===== config.mk =====
export PLATFORM = sky130hd
export DESIGN_NAME = ccd_front
export DESIGN_NICKNAME = d
export VERILOG_FILES = /design/src/hw/rtl/ccd_pkg.sv /design/src/hw/rtl/ccd_front.sv
export SDC_FILE = /design/constraint.sdc
export NUM_CORES = 1
export LEC_CHECK = 0
export BUFFER_PORTS_ARGS = -buffer_cell sky130_fd_sc_hd__buf_2
export CAP_MARGIN = 20
export CORE_ASPECT_RATIO = 1.4
export CORE_MARGIN = 3
export CORE_UTILIZATION = 36
export CTS_BUF_LIST = sky130_fd_sc_hd__clkbuf_2 sky130_fd_sc_hd__clkbuf_4 sky130_fd_sc_hd__clkbuf_8
export DETAILED_ROUTE_END_ITERATION = 16
export PLACE_DENSITY_LB_ADDON = 0.25
export SLEW_MARGIN = 30
export SYNTH_ARGS = -nofsm -noshare
export SYNTH_HDL_FRONTEND = slang
export SYNTH_SLANG_ARGS = --single-unit

===== constraint.sdc =====
create_clock -name clock -period 1.61 [get_ports clock]
set_input_delay 0 -clock clock [delete_from_list [all_inputs] [get_ports clock]]
set_output_delay 0 -clock clock [all_outputs]
set_load 0.05 [all_outputs]

===== src/hw/rtl/ccd_pkg.sv =====
// ----------------------------------------------------------------------------
// ccd_pkg
// Shared types, register indexes, range codes and scale helpers for the
// cyclic CA-CFAR Doppler detector.
// ----------------------------------------------------------------------------
package ccd_pkg;

   localparam int CSR_IDX_W = 2;
   localparam int CSR_DATA_W = 24;

   localparam logic [CSR_IDX_W-1:0] CSR_REF_CELLS   = 2'd0;
   localparam logic [CSR_IDX_W-1:0] CSR_GUARD_CELLS = 2'd1;
   localparam logic [CSR_IDX_W-1:0] CSR_ALPHA_GAIN  = 2'd2;
   localparam logic [CSR_IDX_W-1:0] CSR_BASE_THRESH = 2'd3;

   // range band codes, classified from range_norm (thousandths)
   localparam logic [2:0] RNG_UNITY = 3'd0;
   localparam logic [2:0] RNG_B600  = 3'd1;
   localparam logic [2:0] RNG_B700  = 3'd2;
   localparam logic [2:0] RNG_B900  = 3'd3;
   localparam logic [2:0] RNG_B1000 = 3'd4;

   localparam logic [6:0] BASE0_FACTOR = 7'd120;

   // floor(y/100) == (y * RECIP_100) >> RECIP_SHIFT for every y below 2^31
   localparam logic [31:0] RECIP_100   = 32'd2748779070;
   localparam int          RECIP_SHIFT = 38;

   typedef struct packed {
      logic [2:0] range_code;
      logic [6:0] count;
   } job_type;

   function automatic logic [6:0] alpha_factor(input logic [2:0] code);
      logic [6:0] f;
      case (code)
         RNG_B600:  f = 7'd85;
         RNG_B700:  f = 7'd80;
         RNG_B900:  f = 7'd70;
         RNG_B1000: f = 7'd60;
         default:   f = 7'd100;
      endcase
      return f;
   endfunction

   function automatic logic [6:0] base_factor(input logic [2:0] code);
      logic [6:0] f;
      case (code)
         RNG_B600:  f = 7'd95;
         RNG_B700:  f = 7'd90;
         RNG_B900:  f = 7'd85;
         RNG_B1000: f = 7'd80;
         default:   f = 7'd100;
      endcase
      return f;
   endfunction

   function automatic logic [24:0] div100(input logic [30:0] y);
      logic [62:0] p;
      p = 63'(y) * 63'(RECIP_100);
      return p[62:RECIP_SHIFT];
   endfunction

endpackage


===== src/hw/rtl/ccd_front.sv =====
// ----------------------------------------------------------------------------
// ccd_front
// Request side: writes samples into the line store, counts the fill and
// turns the last sample into a line job with its range band.
// ----------------------------------------------------------------------------
module ccd_front import ccd_pkg::*; #(
   parameter int MAX_CELLS   = 64,
   parameter int SAMPLE_BITS = 24
) (
   input  logic                         clock,
   input  logic                         reset,
   input  logic                         req_tvalid,
   output logic                         req_tready,
   input  logic [39:0]                  req_tdata,   // sample[23:0], range_norm[35:24]
   input  logic                         req_tlast,
   input  logic                         line_pending,
   input  logic                         job_full,
   output logic                         store_we,
   output logic [$clog2(MAX_CELLS)-1:0] store_addr,
   output logic [SAMPLE_BITS-1:0]       store_wdata,
   output logic                         job_push,
   output job_type                      job_out
);
   localparam int AW = $clog2(MAX_CELLS);
   localparam int NW = $clog2(MAX_CELLS + 1);

   logic [NW-1:0] fill_ff, fill_in;
   logic          accept, full;
   logic [11:0]   range_norm;
   logic [NW-1:0] count;

   assign req_tready  = !line_pending && !job_full;
   assign accept      = req_tvalid && req_tready;
   assign full        = (fill_ff == NW'(MAX_CELLS));
   assign store_we    = accept && !full;
   assign store_addr  = fill_ff[AW-1:0];
   assign store_wdata = SAMPLE_BITS'(req_tdata[23:0]);
   assign range_norm  = req_tdata[35:24];
   // a sample arriving on a full store is dropped, a last one still closes the line
   assign count       = full ? fill_ff : fill_ff + NW'(1);
   assign job_push    = accept && req_tlast;

   always_comb begin
      job_out.count = 7'(count);
      if (range_norm > 12'd500 && range_norm <= 12'd600) begin
         job_out.range_code = RNG_B600;
      end else if (range_norm > 12'd600 && range_norm <= 12'd700) begin
         job_out.range_code = RNG_B700;
      end else if (range_norm > 12'd700 && range_norm <= 12'd900) begin
         job_out.range_code = RNG_B900;
      end else if (range_norm > 12'd900 && range_norm <= 12'd1000) begin
         job_out.range_code = RNG_B1000;
      end else begin
         job_out.range_code = RNG_UNITY;
      end
   end

   always_comb begin
      fill_in = fill_ff;
      if (accept) begin
         fill_in = req_tlast ? '0 : count;
      end
   end

   always_ff @(posedge clock) begin
      if (reset) begin
         fill_ff <= '0;
      end else begin
         fill_ff <= fill_in;
      end
   end

endmodule


==> results of run 1 <==
## repair_timing
action                                  CTS  global route
gates resized for setup                  11             5
buffers inserted                          0             1
pin swaps                                 0             1
hold endpoints to repair                  1             0
hold buffers                              1             0
endpoints found under the setup margin    5             5
## final cells by class
cell class                      count  area [um^2]
Clock buffer                        4         30.0
Fill cell                         212         1220
Inverter                            4         15.0
Multi-Input combinational cell     70          493
Sequential cell                     7          148
Tap cell                           22         27.5
Timing Repair Buffer               43          246
## through the flow
step / setup slack (ns) / utilization, % / hold WS (ns)
CTS: -0.0112 / 42.9 / 0.000341
global placement: 0.114 / 39.7 / 0.000341
finish: -0.00446 / 44.1 / 0.0000193
detailed placement: 0.0272 / 39.7 / 0.000341
floorplan: -0.0215 / - / 0.0691
global route: -0.0563 / 44.1 / 0.0000799
## critical path, stage by stage, from the launching register on
cell and delay [ns]:
dfxtp_2 0.33, or4b_4 0.57, nor2_4 0.13, xnor2_1 0.12, buf_4 0.21
## cell usage after synthesis
cell,instances
buf_4,30
nor2_1,10
dfxtp_1,7
nand2_1,6
o21ai_0,6
a21oi_1,5
nor3_1,5
o21a_1,5
inv_1,4
a22oi_1,3
nand3_1,3
xnor2_1,3
ha_1,2
or2_2,2
or3_1,2
a2111oi_0,1
and3_1,1
and4_1,1
buf_2,1
nand2b_1,1
nand4_1,1
nand4b_1,1
nor2_2,1
nor4_2,1
nor4b_1,1
o211a_1,1
o211ai_1,1
o221ai_1,1
o31a_1,1
or3b_1,1
or4_1,1
or4b_1,1
or4b_4,1
xor2_1,1
## cell usage in the layout, fill, tap and decap left out, types with 2 or more instances in the layout
cell type,n
clkbuf_4,4
buf_4,8
or3_1,2
xnor2_2,2
or2_2,2
nor3_1,5
dfxtp_2,3
nand3_1,2
o21ai_0,5
dfxtp_1,3
a21oi_1,4
nor2_1,9
o21a_1,4
inv_1,4
buf_2,33
nand2_1,6
a22oi_1,3
## kinds of logic after synthesis
family                     share of synthesized area [%]
xor gates and xnor gates                            4.20
buffers and inverters                               29.4
adders and majority gates                           3.00
DFF                                                 16.8
AOI/OAI and AO/OA                                   19.1
and+or+nand+nor                                     27.5
## metal layers
layer  track usage [%]  wire (um)  vias up
met3              4.90        199       14
met4              7.96         53        0
met2              22.9       1030       42
li1                  -          -      400
met1              14.9        785      362
met5                 0          0        -
## how the worst max path moves through the flow
stage / cells after the start / startpoint / end / slack, ns
2_1_floorplan: 5 / fill_ff[0]$_SDFFE_PP0P_ / job_out[0] / -0.02
4_1_cts: 4 / fill_ff[4]$_SDFFE_PP0P_ / job_out[0] / -0.01
6_report: 4 / fill_ff[4]$_SDFFE_PP0P_ / job_out[0] / -0.004
3_3_place_gp: 6 / fill_ff[0]$_SDFFE_PP0P_ / fill_ff[0]$_SDFFE_PP0P_ / 0.11
3_5_place_dp: 6 / fill_ff[0]$_SDFFE_PP0P_ / fill_ff[0]$_SDFFE_PP0P_ / 0.03
5_1_grt: 4 / fill_ff[4]$_SDFFE_PP0P_ / job_out[0] / -0.06
## report_power, final
group	total (uW)	switching (uW)	internal, uW
Combinational	125	82.7	42.1
Clock	183	70.9	112
Sequential	175	2.19	173
Total	483	156	327
==> impl_metrics.yaml, run 1 <==
drt:
  wl_um: 2060
  drcViolationCount: 0
  post_drt_wl_per_cell_um: 13.7
  vias_per_cell: 5.45
  firstDrtPassIters: 4
  vias: 818
  detail-route-antenna-nets: 0
  drt_iter0_drc: 13
global_routing:
  grt_max_degree: 8
  first_global_vias: 753
  antenna_found_initial: 0
  grtUsageTotal_pct: 14.1
  grt_pass1_wl_um: 3150
  overflow: 0
sta:
  setup_viol: 1
  fin_skew_ns: 0.00378
  max_freq_ghz: 0.619
  period_share_pct: 100
  rsz0062_at_grt: "yes"
  slew_viol_final: 0
  hold_violations: 0
  setup_tns_ns: -0.00446
  slew_headroom_pct: 78.4
  final.setup.worst_slack_ns: -0.00446
  tightestPinTransition_ns: 0.320
  layout_min_cycle_time_ns: 1.61
synthesis:
  synth_top_cell_by_area: "buf_4"
  syn_inst: 112
  synth_top_area_share_pct: 27.0
  yosys-top-cells-area: "buf_4, dfxtp_1, nor2_1"
  yosysSeqAreaShare_pct: 16.8
  syn-num-nets: 160
  syn_area_um2: 833
  yosysWarnings: 0
  ys_seq_elements: 7
  avgSynthCellArea_um2: 7.44
  synth_cell_type_count: 34
hold_path:
  whs_endpoint: "store_wdata[3]"
  min-delay-start: "req_tdata[3]"
  worstHoldPathCells: 0
  hp-class: "in2out"
cts:
  clock_latency_ns: 0.25
  cts_sinks: 7
  cts-root-buf: "clkbuf_4"
  htreeDepth: 1
  clk_pin_slew_ns: 0.06
  cts_buffers: 3
  clockBufferDepth: 2
  cts_tree: "built"
finish:
  reg.largest.list: "fill_ff (7)"
  finalNetCount: 177
  largest_reg_flops: 7
  num_antenna_cells: 0
  area_delta_synth_final_pct: 15.2
  fin_cells: 150
  largest-register: "fill_ff"
  drive_gt1_share_pct: 48.4
  fin_area_um2: 960
run_status:
  violations: "negative setup slack"
  outcome: "finished with violations"
critical_path:
  crit_required_ns: 1.61
  r2r_end: "fill_ff[0]$_SDFFE_PP0P_"
  r2r-start: "fill_ff[0]$_SDFFE_PP0P_"
  reg2reg_setup_slack_ns: 0.06
  end_kind: "primary output"
  crit_fanout: 3
  startpoint_type: "flip-flop"
  worstSetupPathType: "reg2out"
  critPathArrivalTime_ns: 1.61
  r2r_cells: 6
pwr:
  leakagePower_uw: 0.000460
  vdd_drop_max_v: 0.000352
  p_per_area_nw_per_um2: 503
  total_power_uw: 483
placed_design:
  placedCellCount: 144
  dp_hpwl_um: 1570
  io_buffer_count: 36
  place_congestion: 0.754
  place_area_um2: 865
floorplanning:
  ios: 89
  die_w_um: 46.7
  core_area_um2: 2180
  die_height_um: 62.9
  initial_core_util_pct: 38.3
  design.die.area_um2: 2940
  row_count: 20
flow_run:
  max-cap-violations: 0
No activity file was read; power rests on OpenSTA's default activity.
==> run 2, diff against run 1 <==
--- a/config.mk
+++ b/config.mk
@@ -13,6 +13,7 @@
 export CTS_BUF_LIST = sky130_fd_sc_hd__clkbuf_2 sky130_fd_sc_hd__clkbuf_4 sky130_fd_sc_hd__clkbuf_8
 export DETAILED_ROUTE_END_ITERATION = 16
 export PLACE_DENSITY_LB_ADDON = 0.25
+export REMOVE_ABC_BUFFERS = 1
 export SLEW_MARGIN = 30
 export SYNTH_ARGS = -nofsm -noshare
 export SYNTH_HDL_FRONTEND = slang
==> impl_metrics.yaml, run 2 (synthesis gave the netlist of run 1 again) <==
drt:
  drt_iter0_drc: 15
  wl_um: 2560
  vias_per_cell: 5.37
  detail-route-antenna-nets: 0
  vias: 806
  drcViolationCount: 0
  firstDrtPassIters: 4
  post_drt_wl_per_cell_um: 17.1
finish:
  reg.largest.list: "fill_ff (7)"
  layout_common_cells: "buf_2, nor2_1, o21ai_0, nand2_1, buf_4"
  finish.utilization_pct: 44.0
  largest_reg_flops: 7
  largest-register: "fill_ff"
  fin_cells: 150
  num_antenna_cells: 0
  mostFrequentLayoutCell: "buf_2"
  area_delta_synth_final_pct: 14.9
  drive_gt1_share_pct: 46.1
  finalNetCount: 177
sta:
  setup_viol: 0
  rsz0062_at_grt: "yes"
  hold_ws_ns: 0.000404
  tightestPinTransition_ns: 0.394
  slew_viol_final: 0
  slew_headroom_pct: 73.0
  max_freq_ghz: 0.631
  hold_violations: 0
  period_share_pct: 98.4
  layout_min_cycle_time_ns: 1.58
  fin_skew_ns: 0.00203
  setup_tns_ns: 0
global_routing:
  grt_pass1_wl_um: 3510
  antenna_found_initial: 0
  first_global_vias: 741
  grtUsageTotal_pct: 16.4
  grt_max_degree: 9
  overflow: 0
cts:
  clock_latency_ns: 0.25
  clk_pin_slew_ns: 0.05
  cts_sinks: 7
  htreeDepth: 1
  cts_tree: "built"
  cts_buffers: 3
  post_cts_buffers: 0
  cts-root-buf: "clkbuf_4"
  clockBufferDepth: 2
pwr:
  total_power_uw: 482
  p_per_area_nw_per_um2: 503
  vdd_drop_max_v: 0.000354
  leakagePower_uw: 0.000443
floorplanning:
  die_height_um: 62.9
  initial_core_util_pct: 38.3
  row_count: 20
  die_w_um: 46.7
  design.die.area_um2: 2940
  core_area_um2: 2180
  ios: 89
critical_path:
  startpoint_type: "flip-flop"
  end_kind: "primary output"
  crit_fanout: 4
  critPathArrivalTime_ns: 1.58
  worstSetupPathType: "reg2out"
  crit_required_ns: 1.61
placed_design:
  io_buffer_count: 36
  placedCellCount: 145
  dp_hpwl_um: 2160
  place_congestion: 0.768
hold_path:
  hp-class: "in2out"
run_status:
  outcome: "complete, no violations"
flow_run:
  max-cap-violations: 0
-- run 2: final timing paths --
check | start | end | slack [ns] | cells after the start
worst min-delay path | req_tdata[22] | store_wdata[22] | 0.0004 | 0
worst max-delay path | fill_ff[6]$_SDFFE_PP0P_ | job_out[0] | 0.03 | 4
worst min register to register | fill_ff[6]$_SDFFE_PP0P_ | fill_ff[6]$_SDFFE_PP0P_ | 0.49 | 2
worst max register to register | fill_ff[0]$_SDFFE_PP0P_ | fill_ff[0]$_SDFFE_PP0P_ | 0.11 | 6
-- run 2: per-layer routing --
metal / GRT usage (%) / part of all wire, %
met1: 16.8 / 40
met2: 25.0 / 43
met3: 13.0 / 17
met4: 4.15 / 0
met5: 6.67 / 0
-- run 2: area by class of cell --
type	count	area [um^2]
Fill cell	236	1220
Multi-Input combinational cell	70	485
Timing Repair Buffer	43	250
Sequential cell	7	149
Clock buffer	4	30.0
Tap cell	22	27.5
Inverter	4	15.0
-- run 2: critical path, cell delays in order, from the launching register on --
cell and delay (ns):
dfxtp_1 0.37, or4b_4 0.51, nor2_4 0.16, xnor2_2 0.12, buf_6 0.17
-- run 2: power breakdown --
group	switching (uW)	internal, uW
clock network	70.1	112
registers	1.60	172
logic	83.9	42.7
-- run 2: per-stage QoR --
step / setup slack, ns / cell area [um^2]
2_1_floorplan: -0.738 / 603
3_3_place_gp: 0.139 / 856
3_5_place_dp: 0.120 / 856
4_1_cts: 0.00375 / 922
5_1_grt: -0.0422 / 957
6_report: 0.0253 / 957
-- run 2: what timing repair did --
item	4_1_cts	5_1_grt
pin swaps	0	2
setup endpoints to repair	2	3
hold buffers	1	0
endpoints found under the hold margin	2	0
resized for setup	9	8
