$ cat src/hw/rtl/ccd_pkg.sv
// ----------------------------------------------------------------------------
// ccd_pkg
// Shared types, register indexes, range codes and scale helpers for the
// cyclic CA-CFAR Doppler detector.
// ----------------------------------------------------------------------------
package ccd_pkg;

   localparam int CSR_IDX_W = 2;
   localparam int CSR_DATA_W = 24;

   localparam logic [CSR_IDX_W-1:0] CSR_REF_CELLS   = 2'd0;
   localparam logic [CSR_IDX_W-1:0] CSR_GUARD_CELLS = 2'd1;
   localparam logic [CSR_IDX_W-1:0] CSR_ALPHA_GAIN  = 2'd2;
   localparam logic [CSR_IDX_W-1:0] CSR_BASE_THRESH = 2'd3;

   // range band codes, classified from range_norm (thousandths)
   localparam logic [2:0] RNG_UNITY = 3'd0;
   localparam logic [2:0] RNG_B600  = 3'd1;
   localparam logic [2:0] RNG_B700  = 3'd2;
   localparam logic [2:0] RNG_B900  = 3'd3;
   localparam logic [2:0] RNG_B1000 = 3'd4;

   localparam logic [6:0] BASE0_FACTOR = 7'd120;

   // floor(y/100) == (y * RECIP_100) >> RECIP_SHIFT for every y below 2^31
   localparam logic [31:0] RECIP_100   = 32'd2748779070;
   localparam int          RECIP_SHIFT = 38;

   typedef struct packed {
      logic [2:0] range_code;
      logic [6:0] count;
   } job_type;

   function automatic logic [6:0] alpha_factor(input logic [2:0] code);
      logic [6:0] f;
      case (code)
         RNG_B600:  f = 7'd85;
         RNG_B700:  f = 7'd80;
         RNG_B900:  f = 7'd70;
         RNG_B1000: f = 7'd60;
         default:   f = 7'd100;
      endcase
      return f;
   endfunction

   function automatic logic [6:0] base_factor(input logic [2:0] code);
      logic [6:0] f;
      case (code)
         RNG_B600:  f = 7'd95;
         RNG_B700:  f = 7'd90;
         RNG_B900:  f = 7'd85;
         RNG_B1000: f = 7'd80;
         default:   f = 7'd100;
      endcase
      return f;
   endfunction

   function automatic logic [24:0] div100(input logic [30:0] y);
      logic [62:0] p;
      p = 63'(y) * 63'(RECIP_100);
      return p[62:RECIP_SHIFT];
   endfunction

endpackage

$ cat src/hw/rtl/ccd_queue.sv
// ----------------------------------------------------------------------------
// ccd_queue
// Two-entry job queue between the loader and the detection engine.
// ----------------------------------------------------------------------------
module ccd_queue import ccd_pkg::*; (
   input  logic    clock,
   input  logic    reset,
   input  logic    push,
   input  job_type push_job,
   input  logic    pop,
   output job_type head,
   output logic    empty,
   output logic    full
);
   job_type    slot_ff [2];
   logic       wr_ptr_ff, rd_ptr_ff;
   logic [1:0] used_ff;
   logic       do_push, do_pop;

   assign empty   = (used_ff == 2'd0);
   assign full    = (used_ff == 2'd2);
   assign do_push = push && !full;
   assign do_pop  = pop && !empty;
   assign head    = slot_ff[rd_ptr_ff];

   always_ff @(posedge clock) begin
      if (do_push) begin
         slot_ff[wr_ptr_ff] <= push_job;
      end
   end

   always_ff @(posedge clock) begin
      if (reset) begin
         wr_ptr_ff <= 1'b0;
         rd_ptr_ff <= 1'b0;
         used_ff   <= 2'd0;
      end else begin
         if (do_push) wr_ptr_ff <= !wr_ptr_ff;
         if (do_pop)  rd_ptr_ff <= !rd_ptr_ff;
         used_ff <= used_ff + 2'(do_push) - 2'(do_pop);
      end
   end

endmodule

$ cat config.mk
export PLATFORM = sky130hd
export DESIGN_NAME = ccd_queue
export DESIGN_NICKNAME = d
export VERILOG_FILES = /design/src/hw/rtl/ccd_pkg.sv /design/src/hw/rtl/ccd_queue.sv
export SDC_FILE = /design/constraint.sdc
export NUM_CORES = 1
export LEC_CHECK = 0
export ABC_AREA = 1
export BUFFER_PORTS_ARGS = -buffer_cell sky130_fd_sc_hd__buf_2
export CAP_MARGIN = 10
export CORE_UTILIZATION = 50
export DETAILED_ROUTE_END_ITERATION = 7
export PLACE_DENSITY = 0.76
export SLEW_MARGIN = 20
export SYNTH_ARGS = -nofsm -noshare
export SYNTH_HDL_FRONTEND = slang
export SYNTH_SLANG_ARGS = --single-unit
$ cat constraint.sdc
create_clock -name clock -period 4 [get_ports clock]
set_clock_uncertainty 0.2 [all_clocks]
set_input_delay 0.8 -clock clock [delete_from_list [all_inputs] [get_ports clock]]
set_output_delay 0.8 -clock clock [all_outputs]
set_load 0.05 [all_outputs]
==> results by group, run 1 <==
Min path
  – Worst hold endpoint: wr_ptr_ff
  – Hold depth: 2
  – Hold Crit Class: reg2reg
  – Hold Startpoint: wr_ptr_ff

Setup path
  – CP Launch Type: flop
  – Critical Path RT: approximately 3.0 ns
  – FF-to-FF setup slack: approximately 2.1 ns
  – Crit. End Element: primary output
  – Worst EP arrival: between 1.5 and 2 ns
  – Worst r2r dst: slot_ff[0][9]
  – Worst-path fanout max: 10
  – Reg2reg start: used_ff[0]
  – Kind of critical path: reg2out
  – R2R cell count: 4

GRT
  – M1 GR Usage: about 16%
  – Met2 usage: between 20% and 30%
  – Busiest grt layer: met2
  – First-pass GRT wire length: ~2300 µm
  – GRT Residual Overflow: 0
  – Tot GR Track Use: 15.8%
  – Pin count of the biggest net entering global routing: 14
  – Vias in the first global route: between 500 and 600
  – Met3 global-route usage: between 3 and 4%
  – Initial antenna violation count: 0

CTS
  – CTS Buf Count: 3
  – Worst-path clk slew: ~0.12 ns
  – Latest clock arrival within the worst-skew pair: roughly 0.3 ns
  – Resized Gates After CTS: 0
  – Root buffer cell: clkbuf_4
  – CTS tree: done
  – # hold bufs at CTS: 0
  – CTS H-tree depth: 1
  – Max clock buf depth: 2
  – Num Clock Sinks: 25
  – Post-CTS setup buffer count: 0

Placement
  – Placed wire-length estimate: around 1100 µm
  – I/O Buffers: 25
  – Worst slack at placement: 1.73 ns
  – Final Wtd Congestion: about 0.67

Outcome
  – Run status: complete, no violations

Finish
  – Synthesis-to-layout area growth: 16.8%
  – # nets final: between 100 and 150
  – Final Core Density: between 60% and 70%
  – N_diodes: 0
  – Share of layout cells above drive strength 1: about two fifths
  – Fillers: 161

Timing
  – Worst-margin pin slew: 0.895 ns
  – Fin. Hold Viols: 0
  – Final period utilization: 65.1%
  – Tmin final: around 2.6 ns
  – Max-slew headroom: 40.1%
  – Max Freq: between 300 and 400 MHz
  – Final setup violating endpoints: 0
  – Fin worst setup slack: about 1.4 ns
  – Worst Hold Slack: 0.336 ns
  – RSZ-0062 raised after global routing: false
  – Final TNS setup: 0 ns
  – Max-slew violations: 0

Detailed routing
  – First-pass iteration count of the detailed router: 4
  – Antenna Nets Post-Route: 0
  – Residual DRC: 0
  – Routed WL: approximately 1500 µm
  – Detailed-route wire length per cell: approximately 12 µm
  – Vias: 600
  – Detailed Route Iter0 Violations: 8
  – Vias per cell: about 5

Floorplan
  – Num rows: 15
  – Die Span X: ~47 µm
  – Starting density of the core: 55.9%
  – CORE AREA: around 1800 µm²
  – Die area: between 2000 and 2500 µm²
  – Die Span Y: 47.1 µm
  – I/O pin count: 26

Synth
  – Yosys cell types: 11
  – Post-synth top area share: slightly below 60%
  – Synth top area cells: edfxtp_1, mux2_4, dfxtp_1
  – Cell taking the most area after synthesis: edfxtp_1
  – Sequential fraction of the synthesis area: between 60 and 70%
  – Seq cells post-synth: 25
  – Synth Instances: 70
  – Syn Area/Cell: roughly 15 µm²
  – Post-Syn Nets: between 80 and 90
  – Mapped Area: about 1000 µm²
  – Synthesis Warnings: 0

Power and ir drop
  – Leakage Power: approximately 0.53 nW
  – Power Density: 701 nW/µm²
  – IR drop worst, VDD: about 0.00048 V
  – Pwr Total: 0.834 mW

Job
  – # Max-Cap Violations: 0
worst max-delay path, cell delays in order (launching register included):
cell and delay, ns:
dfxtp_1 0.73, mux2_4 0.35, buf_2 0.21
synth_stat cells (all sizes together):
cell,n
nor2,9
buf,1
dfxtp,5
nand3,3
nand2,8
edfxtp,20
mux2,10
a21oi,2
inv,10
ha,2
logic make-up after synthesis:
logic type      Yosys count  synth area share, %
flops                    25                 68.8
simple gates             20                 8.23
buf+inv                  11                 4.79
mux                      10                 14.7
compound gates            2                0.983
fa+ha+maj                 2                 2.46
where the power goes:
part / internal, mW / total [mW] / switching, mW
Clock: 0.0389 / 0.106 / 0.0674
Sequential: 0.334 / 0.370 / 0.0357
Combinational: 0.114 / 0.358 / 0.243
Total: 0.487 / 0.834 / 0.347
cell type report:
type                            instances  area, µm²  share of cell area [%]
Tap cell                               25       31.3                    2.63
Clock buffer                            4       26.3                    2.21
Sequential cell                        25        701                    58.9
Multi-Input combinational cell         34        269                    22.6
Timing Repair Buffer                   25        125                    10.5
Inverter                               10       37.5                    3.15
layer usage:
metal | vias to the layer above | share of wire [%]
met3 | 4 | 6.5
met5 | - | 0
li1 | 297 | -
met2 | 25 | 54
met4 | 0 | 1.8
met1 | 274 | 38
cell usage in the layout (no fill, tap or decap), types with 3 or more instances in the layout:
cell type,n
nand2_1,8
nand3_1,3
clkbuf_4,3
dfxtp_1,5
mux2_4,10
buf_2,25
edfxtp_1,20
inv_1,10
nor2_1,7
how the worst max path moves through the flow:
stage          slack, ns  startpoint          to
3_5_place_dp        1.73        flop     head[2]
3_3_place_gp        1.73        flop     head[2]
4_1_cts             1.37        flop     head[2]
2_1_floorplan       2.04         pop  used_ff[1]
5_1_grt             1.33        flop     head[7]
6_report            1.40        flop     head[3]
registers in the layout, indices dropped and copies added (netlist names), named ones only:
name       count
used_ff        2
rd_ptr_ff      1
slot_ff       20
wr_ptr_ff      1
metrics by stage:
stage / instance area, µm² / std cells
after floorplan: 1020 / 70
after global routing: 1190 / 123
after global placement: 1160 / 119
after detailed placement: 1160 / 119
final: 1190 / 123
after CTS: 1190 / 123
Power figures use the tool's default switching activity.
==> run 2: changes to the inputs <==
--- a/config.mk
+++ b/config.mk
@@ -5,12 +5,12 @@
 export SDC_FILE = /design/constraint.sdc
 export NUM_CORES = 1
 export LEC_CHECK = 0
-export ABC_AREA = 1
+export ABC_AREA = 0
 export BUFFER_PORTS_ARGS = -buffer_cell sky130_fd_sc_hd__buf_2
 export CAP_MARGIN = 10
-export CORE_UTILIZATION = 50
+export CORE_UTILIZATION = 44
 export DETAILED_ROUTE_END_ITERATION = 7
-export PLACE_DENSITY = 0.76
+export PLACE_DENSITY = 0.72
 export SLEW_MARGIN = 20
 export SYNTH_ARGS = -nofsm -noshare
 export SYNTH_HDL_FRONTEND = slang
==> constraint.sdc (replaced) <==
create_clock -name clock -period 2.13 [get_ports clock]
set_clock_uncertainty 0.2 [all_clocks]
set_input_delay 0.426 -clock clock [delete_from_list [all_inputs] [get_ports clock]]
set_output_delay 0.426 -clock clock [all_outputs]
set_load 0.05 [all_outputs]
==> run 2 against run 1 <==
Compared with the run above: via count down 11%; area after synthesis shrank 6.4%; worst hold slack got worse by 0.23 ns; total power is 83% higher; combinational power increased by 79%; global-route usage down 3.3 points; register-to-register slack lost 1.7 ns; synthesized cell count fell by 17%; count of clock-buffer cells in the layout is the same; critical path depth did not move; clock power grew 84%; critical endpoint is now head[1].
==> results by group, run 2 <==
GRT
  – Met3 global-route usage: approximately 3.1%
  – Tot GR Track Use: 12.5%
  – Met2 usage: between 20% and 30%
  – GRT Residual Overflow: 0
  – Pin count of the biggest net entering global routing: 14
  – Vias in the first global route: between 500 and 600
  – Busiest grt layer: met2
  – M1 GR Usage: approximately 15%
  – Initial antenna violation count: 0
  – First-pass GRT wire length: about 2300 µm

Setup path
  – Crit. End Element: primary output
  – Slowest cell delay on critical path: a little under 0.5 ns
  – Critical-path cell list: mux2_2 > buf_2
  – Cell family with most CP delay: flip-flops
  – Worst Path Buf+Inv: 1
  – CP Launch Type: flop
  – Critical Path RT: approximately 1.5 ns
  – Worst-path fanout max: 10
  – Crit path depth: 2
  – Worst EP arrival: between 1 and 1.5 ns
  – Slowest-stage cell, CP: dfxtp_2
  – Kind of critical path: reg2out
  – R2R cell count: 8

Min path
  – Hold depth: 1
  – Hold Crit Class: in2reg

Placement
  – I/O Buffers: 25
  – Dpl cells: ~110
  – Cell Area, Placed: 1110 µm²
  – Final Wtd Congestion: about 0.68

Finish
  – Top Registers: slot_ff (20), used_ff (2)
  – Fillers: between 150 and 200
  – N_diodes: 0
  – Commonest cells after routing, fill and taps aside: buf_2, edfxtp_1, mux2_1, mux2_2
  – Top reg by flops: slot_ff
  – Share of layout cells above drive strength 1: around 44%
  – Leading cell type in the layout, fill and taps excluded: buf_2
  – Synthesis-to-layout area growth: 19.0%
  – Max reg flops: 20
  – # nets final: 103
  – Post-route cell area: 1130 µm²
  – Non-Filler Instances: 113

Timing
  – Final TNS setup: 0 ns
  – Max Freq: about 500 MHz
  – Tmin final: 1.99 ns
  – Worst-margin pin slew: 0.382 ns
  – Fin. Hold Viols: 0
  – Final setup violating endpoints: 0
  – Max-slew violations: 0
  – RSZ-0062 raised after global routing: false
  – Worst Hold Slack: 0.105 ns
  – Final period utilization: a little over 90%
  – Max-slew headroom: approximately three quarters

Detailed routing
  – First-pass iteration count of the detailed router: 2
  – Detailed-route wire length per cell: 11.1 µm
  – Vias per cell: approximately 4.7
  – Vias: 533
  – Detailed Route Iter0 Violations: 2
  – Antenna Nets Post-Route: 0
  – Residual DRC: 0
  – Routed WL: about 1300 µm

Floorplan
  – Num rows: 16
  – I/O pin count: 26
  – Starting density of the core: between 40 and 50%
  – Die area: between 2000 and 2500 µm²
  – CORE AREA: between 2000 and 2500 µm²
  – Die Span X: just under 50 µm
  – Die Span Y: 48.6 µm

Power and ir drop
  – Pwr Total: ~1.5 mW
  – IR drop worst, VDD: roughly 0.0009 V
  – Power Density: between 1000 and 1500 nW/µm²
  – Leakage Power: about 0.46 nW

Synth
  – Synthesis Warnings: 0
  – Yosys cell types: 21
  – Mapped Area: 953 µm²
  – Cell taking the most area after synthesis: edfxtp_1
  – Post-synth EDFFs: 20
  – Sequential fraction of the synthesis area: 73.5%
  – Synth cell count leaders: edfxtp_1, dfxtp_1, mux2_1, mux2_2, nor2_1
  – Post-synth top area share: 63.0%
  – Synth top area cells: edfxtp_1, dfxtp_1, mux2_1
  – Seq cells post-synth: 25
  – Post-synth top flop: edfxtp_1
  – Post-Syn Nets: between 70 and 80
  – Async SR Flop Fraction: 0%
  – Syn Area/Cell: roughly 16 µm²
  – Top-count cell post-synth: edfxtp_1
  – Synth Instances: 58

Job
  – # Max-Cap Violations: 0

CTS
  – Root buffer cell: clkbuf_4
  – Post-CTS setup buffer count: 0
  – CTS Buf Count: 3
  – Latest clock arrival within the worst-skew pair: approximately 0.3 ns
  – Resized Gates After CTS: 1
  – CTS tree: done
  – Worst-path clk slew: between 0.1 and 0.15 ns
  – Num Clock Sinks: 25
  – Max clock buf depth: 2
  – CTS H-tree depth: 1
  – # hold bufs at CTS: 0

Outcome
  – Run status: complete, no violations
==> run 2: final cells by class <==
| class | count | area (µm²) | share of cell area [%] |
|---|---|---|---|
| timing repair buffer | 25 | 125 | 11.0 |
| inverter | 4 | 15.0 | 1.32 |
| tap | 27 | 33.8 | 2.98 |
| sequential | 25 | 702 | 61.9 |
| multi-input combinational | 28 | 233 | 20.5 |
| clock buffer | 4 | 26.3 | 2.32 |
==> run 2: logic make-up after synthesis <==
logic type                 after synthesis  synth area share [%]
and+or+nand+nor                         11                  6.17
muxes                                   10                  11.8
DFF                                     25                  73.5
buffers and inverters                    5                  2.10
adders and majority gates                2                  2.62
xor gates and xnor gates                 2                  1.84
AOI/OAI and AO/OA                        3                  1.97
==> run 2: power breakdown <==
part	internal, mW	switching (mW)
clock network	0.0729	0.123
logic	0.191	0.450
registers	0.631	0.0613
total	0.894	0.634
==> run 2: path summary, 6_finish.rpt <==
check	start	end	slack, ns
setup reg to reg	used_ff[0]	used_ff[1]	0.37
hold reg to reg	wr_ptr_ff	wr_ptr_ff	0.31
hold / removal	push_job[0]	slot_ff[0][0]	0.11
setup / recovery	flop	head[1]	0.14
==> run 2: metrics by stage <==
step | util, % | setup WS, ns
6_report | 56.7 | 0.145
3_3_place_gp | 55.3 | 0.302
2_1_floorplan | - | 0.425
4_1_cts | 56.7 | 0.125
3_5_place_dp | 55.3 | 0.314
5_1_grt | 56.7 | 0.0635
==> run 2: layer usage <==
layer  wire length (µm)  part of all wire [%]
met2                676                    54
met3                 56                   4.5
met4                  0                     0
met1                518                    41
met5                  0                     0
==> run 3: changes to the inputs <==
==> constraint.sdc (replaced) <==
create_clock -name clock -period 2.13 [get_ports clock]
set_clock_uncertainty 0.2 [all_clocks]
set_input_delay 0.3195 -clock clock [delete_from_list [all_inputs] [get_ports clock]]
set_output_delay 0.3195 -clock clock [all_outputs]
set_load 0.05 [all_outputs]
==> run 3 against run 2 <==
Compared with the run above: register-to-register slack got worse by 0.04 ns; combinational power grew 3%; worst setup slack gained 0.069 ns; via count rose by 5.1%; largest cell class unchanged; maximum frequency rose by 3.6%; total power rose by 1.9%; global-route usage grew 1.5 points; count of clock-buffer cells in the layout shrank 1; utilization is 5.1 points higher; sequential share of layout area is 5.1 points lower.
==> results by group, run 3 (synthesized netlist as in run 2, its figures left out) <==
Outcome
  – Run status: complete, no violations

Timing
  – Max Freq: approximately 520 MHz
  – Tmin final: 1.92 ns
  – Max-slew headroom: between 70% and 80%
  – Final period utilization: approximately nine tenths
  – Fin. Hold Viols: 0
  – Worst-margin pin slew: roughly 0.40 ns
  – Final TNS setup: 0 ns
  – RSZ-0062 raised after global routing: false
  – Max-slew violations: 0
  – Final setup violating endpoints: 0

GRT
  – First-pass GRT wire length: ~2400 µm
  – Met3 global-route usage: 2.83%
  – Pin count of the biggest net entering global routing: 15
  – Initial antenna violation count: 0
  – Busiest grt layer: met2
  – M1 GR Usage: between 10 and 15%
  – Tot GR Track Use: between 10 and 15%
  – Met2 usage: about 28%
  – GRT Residual Overflow: 0
  – Vias in the first global route: 546

Detailed routing
  – Detailed Route Iter0 Violations: 3
  – Vias: 560
  – Residual DRC: 0
  – Vias per cell: between 4 and 5
  – First-pass iteration count of the detailed router: 3
  – Antenna Nets Post-Route: 0
  – Routed WL: roughly 1500 µm
  – Detailed-route wire length per cell: 12.2 µm

Power and ir drop
  – Power Density: between 1000 and 1500 nW/µm²
  – Leakage Power: slightly above 0.5 nW
  – Combinational power share: between 40% and 50%
  – Clock power share: a little over an eighth
  – P_sw: roughly 0.65 mW
  – Sw frac: 42.0%
  – Cell Int Power: 0.903 mW
  – IR drop worst, VDD: between 0.0007 and 0.0008 V
  – Flop pwr share: 44.6%

Floorplan
  – Die Span Y: approximately 49 µm
  – CORE AREA: between 2000 and 2500 µm²
  – I/O pin count: 26
  – Die area: around 2400 µm²
  – Starting density of the core: between 40% and 50%
  – Die Span X: slightly below 50 µm
  – Num rows: 16

CTS
  – CTS Buf Count: 3
  – Max clock buf depth: 2
  – Latest clock arrival within the worst-skew pair: ~0.3 ns
  – Worst-path clk slew: 0.13 ns
  – Num Clock Sinks: 25
  – CTS H-tree depth: 1
  – Root buffer cell: clkbuf_4
  – CTS tree: done

Placement
  – Final Wtd Congestion: about 0.63
  – Cell Area, Placed: around 1100 µm²
  – I/O Buffers: 25

Setup path
  – Crit. End Element: primary output
  – Slowest-stage cell, CP: dfxtp_2
  – Slowest cell delay on critical path: about 0.5 ns
  – Critical-path cell list: mux2_2 > buf_2
  – Worst-path fanout max: 10
  – CP Launch Type: flop
  – Critical Path RT: 1.61 ns
  – Worst EP arrival: approximately 1.4 ns
  – Kind of critical path: reg2out

Finish
  – N_diodes: 0
  – Commonest cells after routing, fill and taps aside: buf_2, edfxtp_1, dlygate4sd3_1, mux2_1, mux2_2
  – Fillers: approximately 170
  – Top Registers: slot_ff (20), used_ff (2)
  – Max reg flops: 20
  – # nets final: 113
  – Top reg by flops: slot_ff
  – Synthesis-to-layout area growth: 29.7%
  – Post-route cell area: 1240 µm²
  – Share of layout cells above drive strength 1: roughly two fifths
  – Leading cell type in the layout, fill and taps excluded: buf_2

Job
  – # Max-Cap Violations: 0

Min path
  – Hold Crit Class: in2reg
==> run 3: changes by cell type in the layout (fill, tap and decap cells not counted) <==
cell	before	now
clkbuf_1	1	0
dlygate4sd3_1	0	10
clkinv_2	0	1
==> run 3: layer usage <==
layer | routed length [µm] | part of all wire (%)
met5 | 0 | 0
met4 | 7 | 0.47
met3 | 62 | 4.1
met2 | 792 | 53
met1 | 643 | 43
==> run 3: cell type report <==
type | instances | area [µm²] | area share [%]
sequential | 25 | 702 | 56.8
timing repair buffer | 35 | 225 | 18.2
multi-input combinational | 28 | 233 | 18.8
tap | 27 | 33.8 | 2.73
clock inverter | 1 | 5.00 | 0.405
inverter | 4 | 15.0 | 1.21
clock buffer | 3 | 22.5 | 1.82
==> run 3: worst paths after layout <==
| path | start | endpoint | slack [ns] | depth (start not counted) |
|---|---|---|---|---|
| max | flop | head[2] | 0.21 | 2 |
| min | reset | flop | 0.02 | 2 |
| max reg2reg | used_ff[1] | used_ff[1] | 0.33 | 7 |
| min reg2reg | wr_ptr_ff | wr_ptr_ff | 0.30 | 2 |
==> run 3: metrics by stage <==
| stage | std cells | util, % | hold slack, ns | setup WS (ns) | power (mW) |
|---|---|---|---|---|---|
| finish | 123 | 61.8 | 0.0153 | 0.214 | 1.56 |
| global route | 123 | 61.8 | 0.0154 | 0.144 | 1.64 |
| CTS | 121 | 60.7 | 0.000966 | 0.0548 | 1.56 |
| detailed placement | 109 | 55.3 | 0.284 | 0.323 | 1.35 |
| global placement | 109 | 55.3 | 0.268 | 0.402 | 1.34 |
| floorplan | 58 | - | 0.189 | 0.425 | 1.22 |
==> run 3: timing repair <==
action | 4_1_cts | 5_1_grt
buffers inserted | 0 | 0
hold buffers | 8 | 2
gates resized for setup | 0 | 1
endpoints found under the hold margin | 16 | 4
endpoints found under the setup margin | 0 | 7
==> run 3: power by group through the flow <==
stage          Sequential (mW)  Clock (mW)  Combinational, mW
2_1_floorplan            0.666           0              0.551
3_3_place_gp             0.698           0              0.638
3_5_place_dp             0.705           0              0.648
4_1_cts                  0.693       0.201              0.662
5_1_grt                  0.712       0.223              0.704
6_report                 0.695       0.203              0.659
==> run 3: worst max-delay path: cells and delay by family (launching register included) <==
kind / cells / cell delay (ns)
buffers and inverters: 1 / 0.21
muxes: 1 / 0.38
DFF: 1 / 0.50
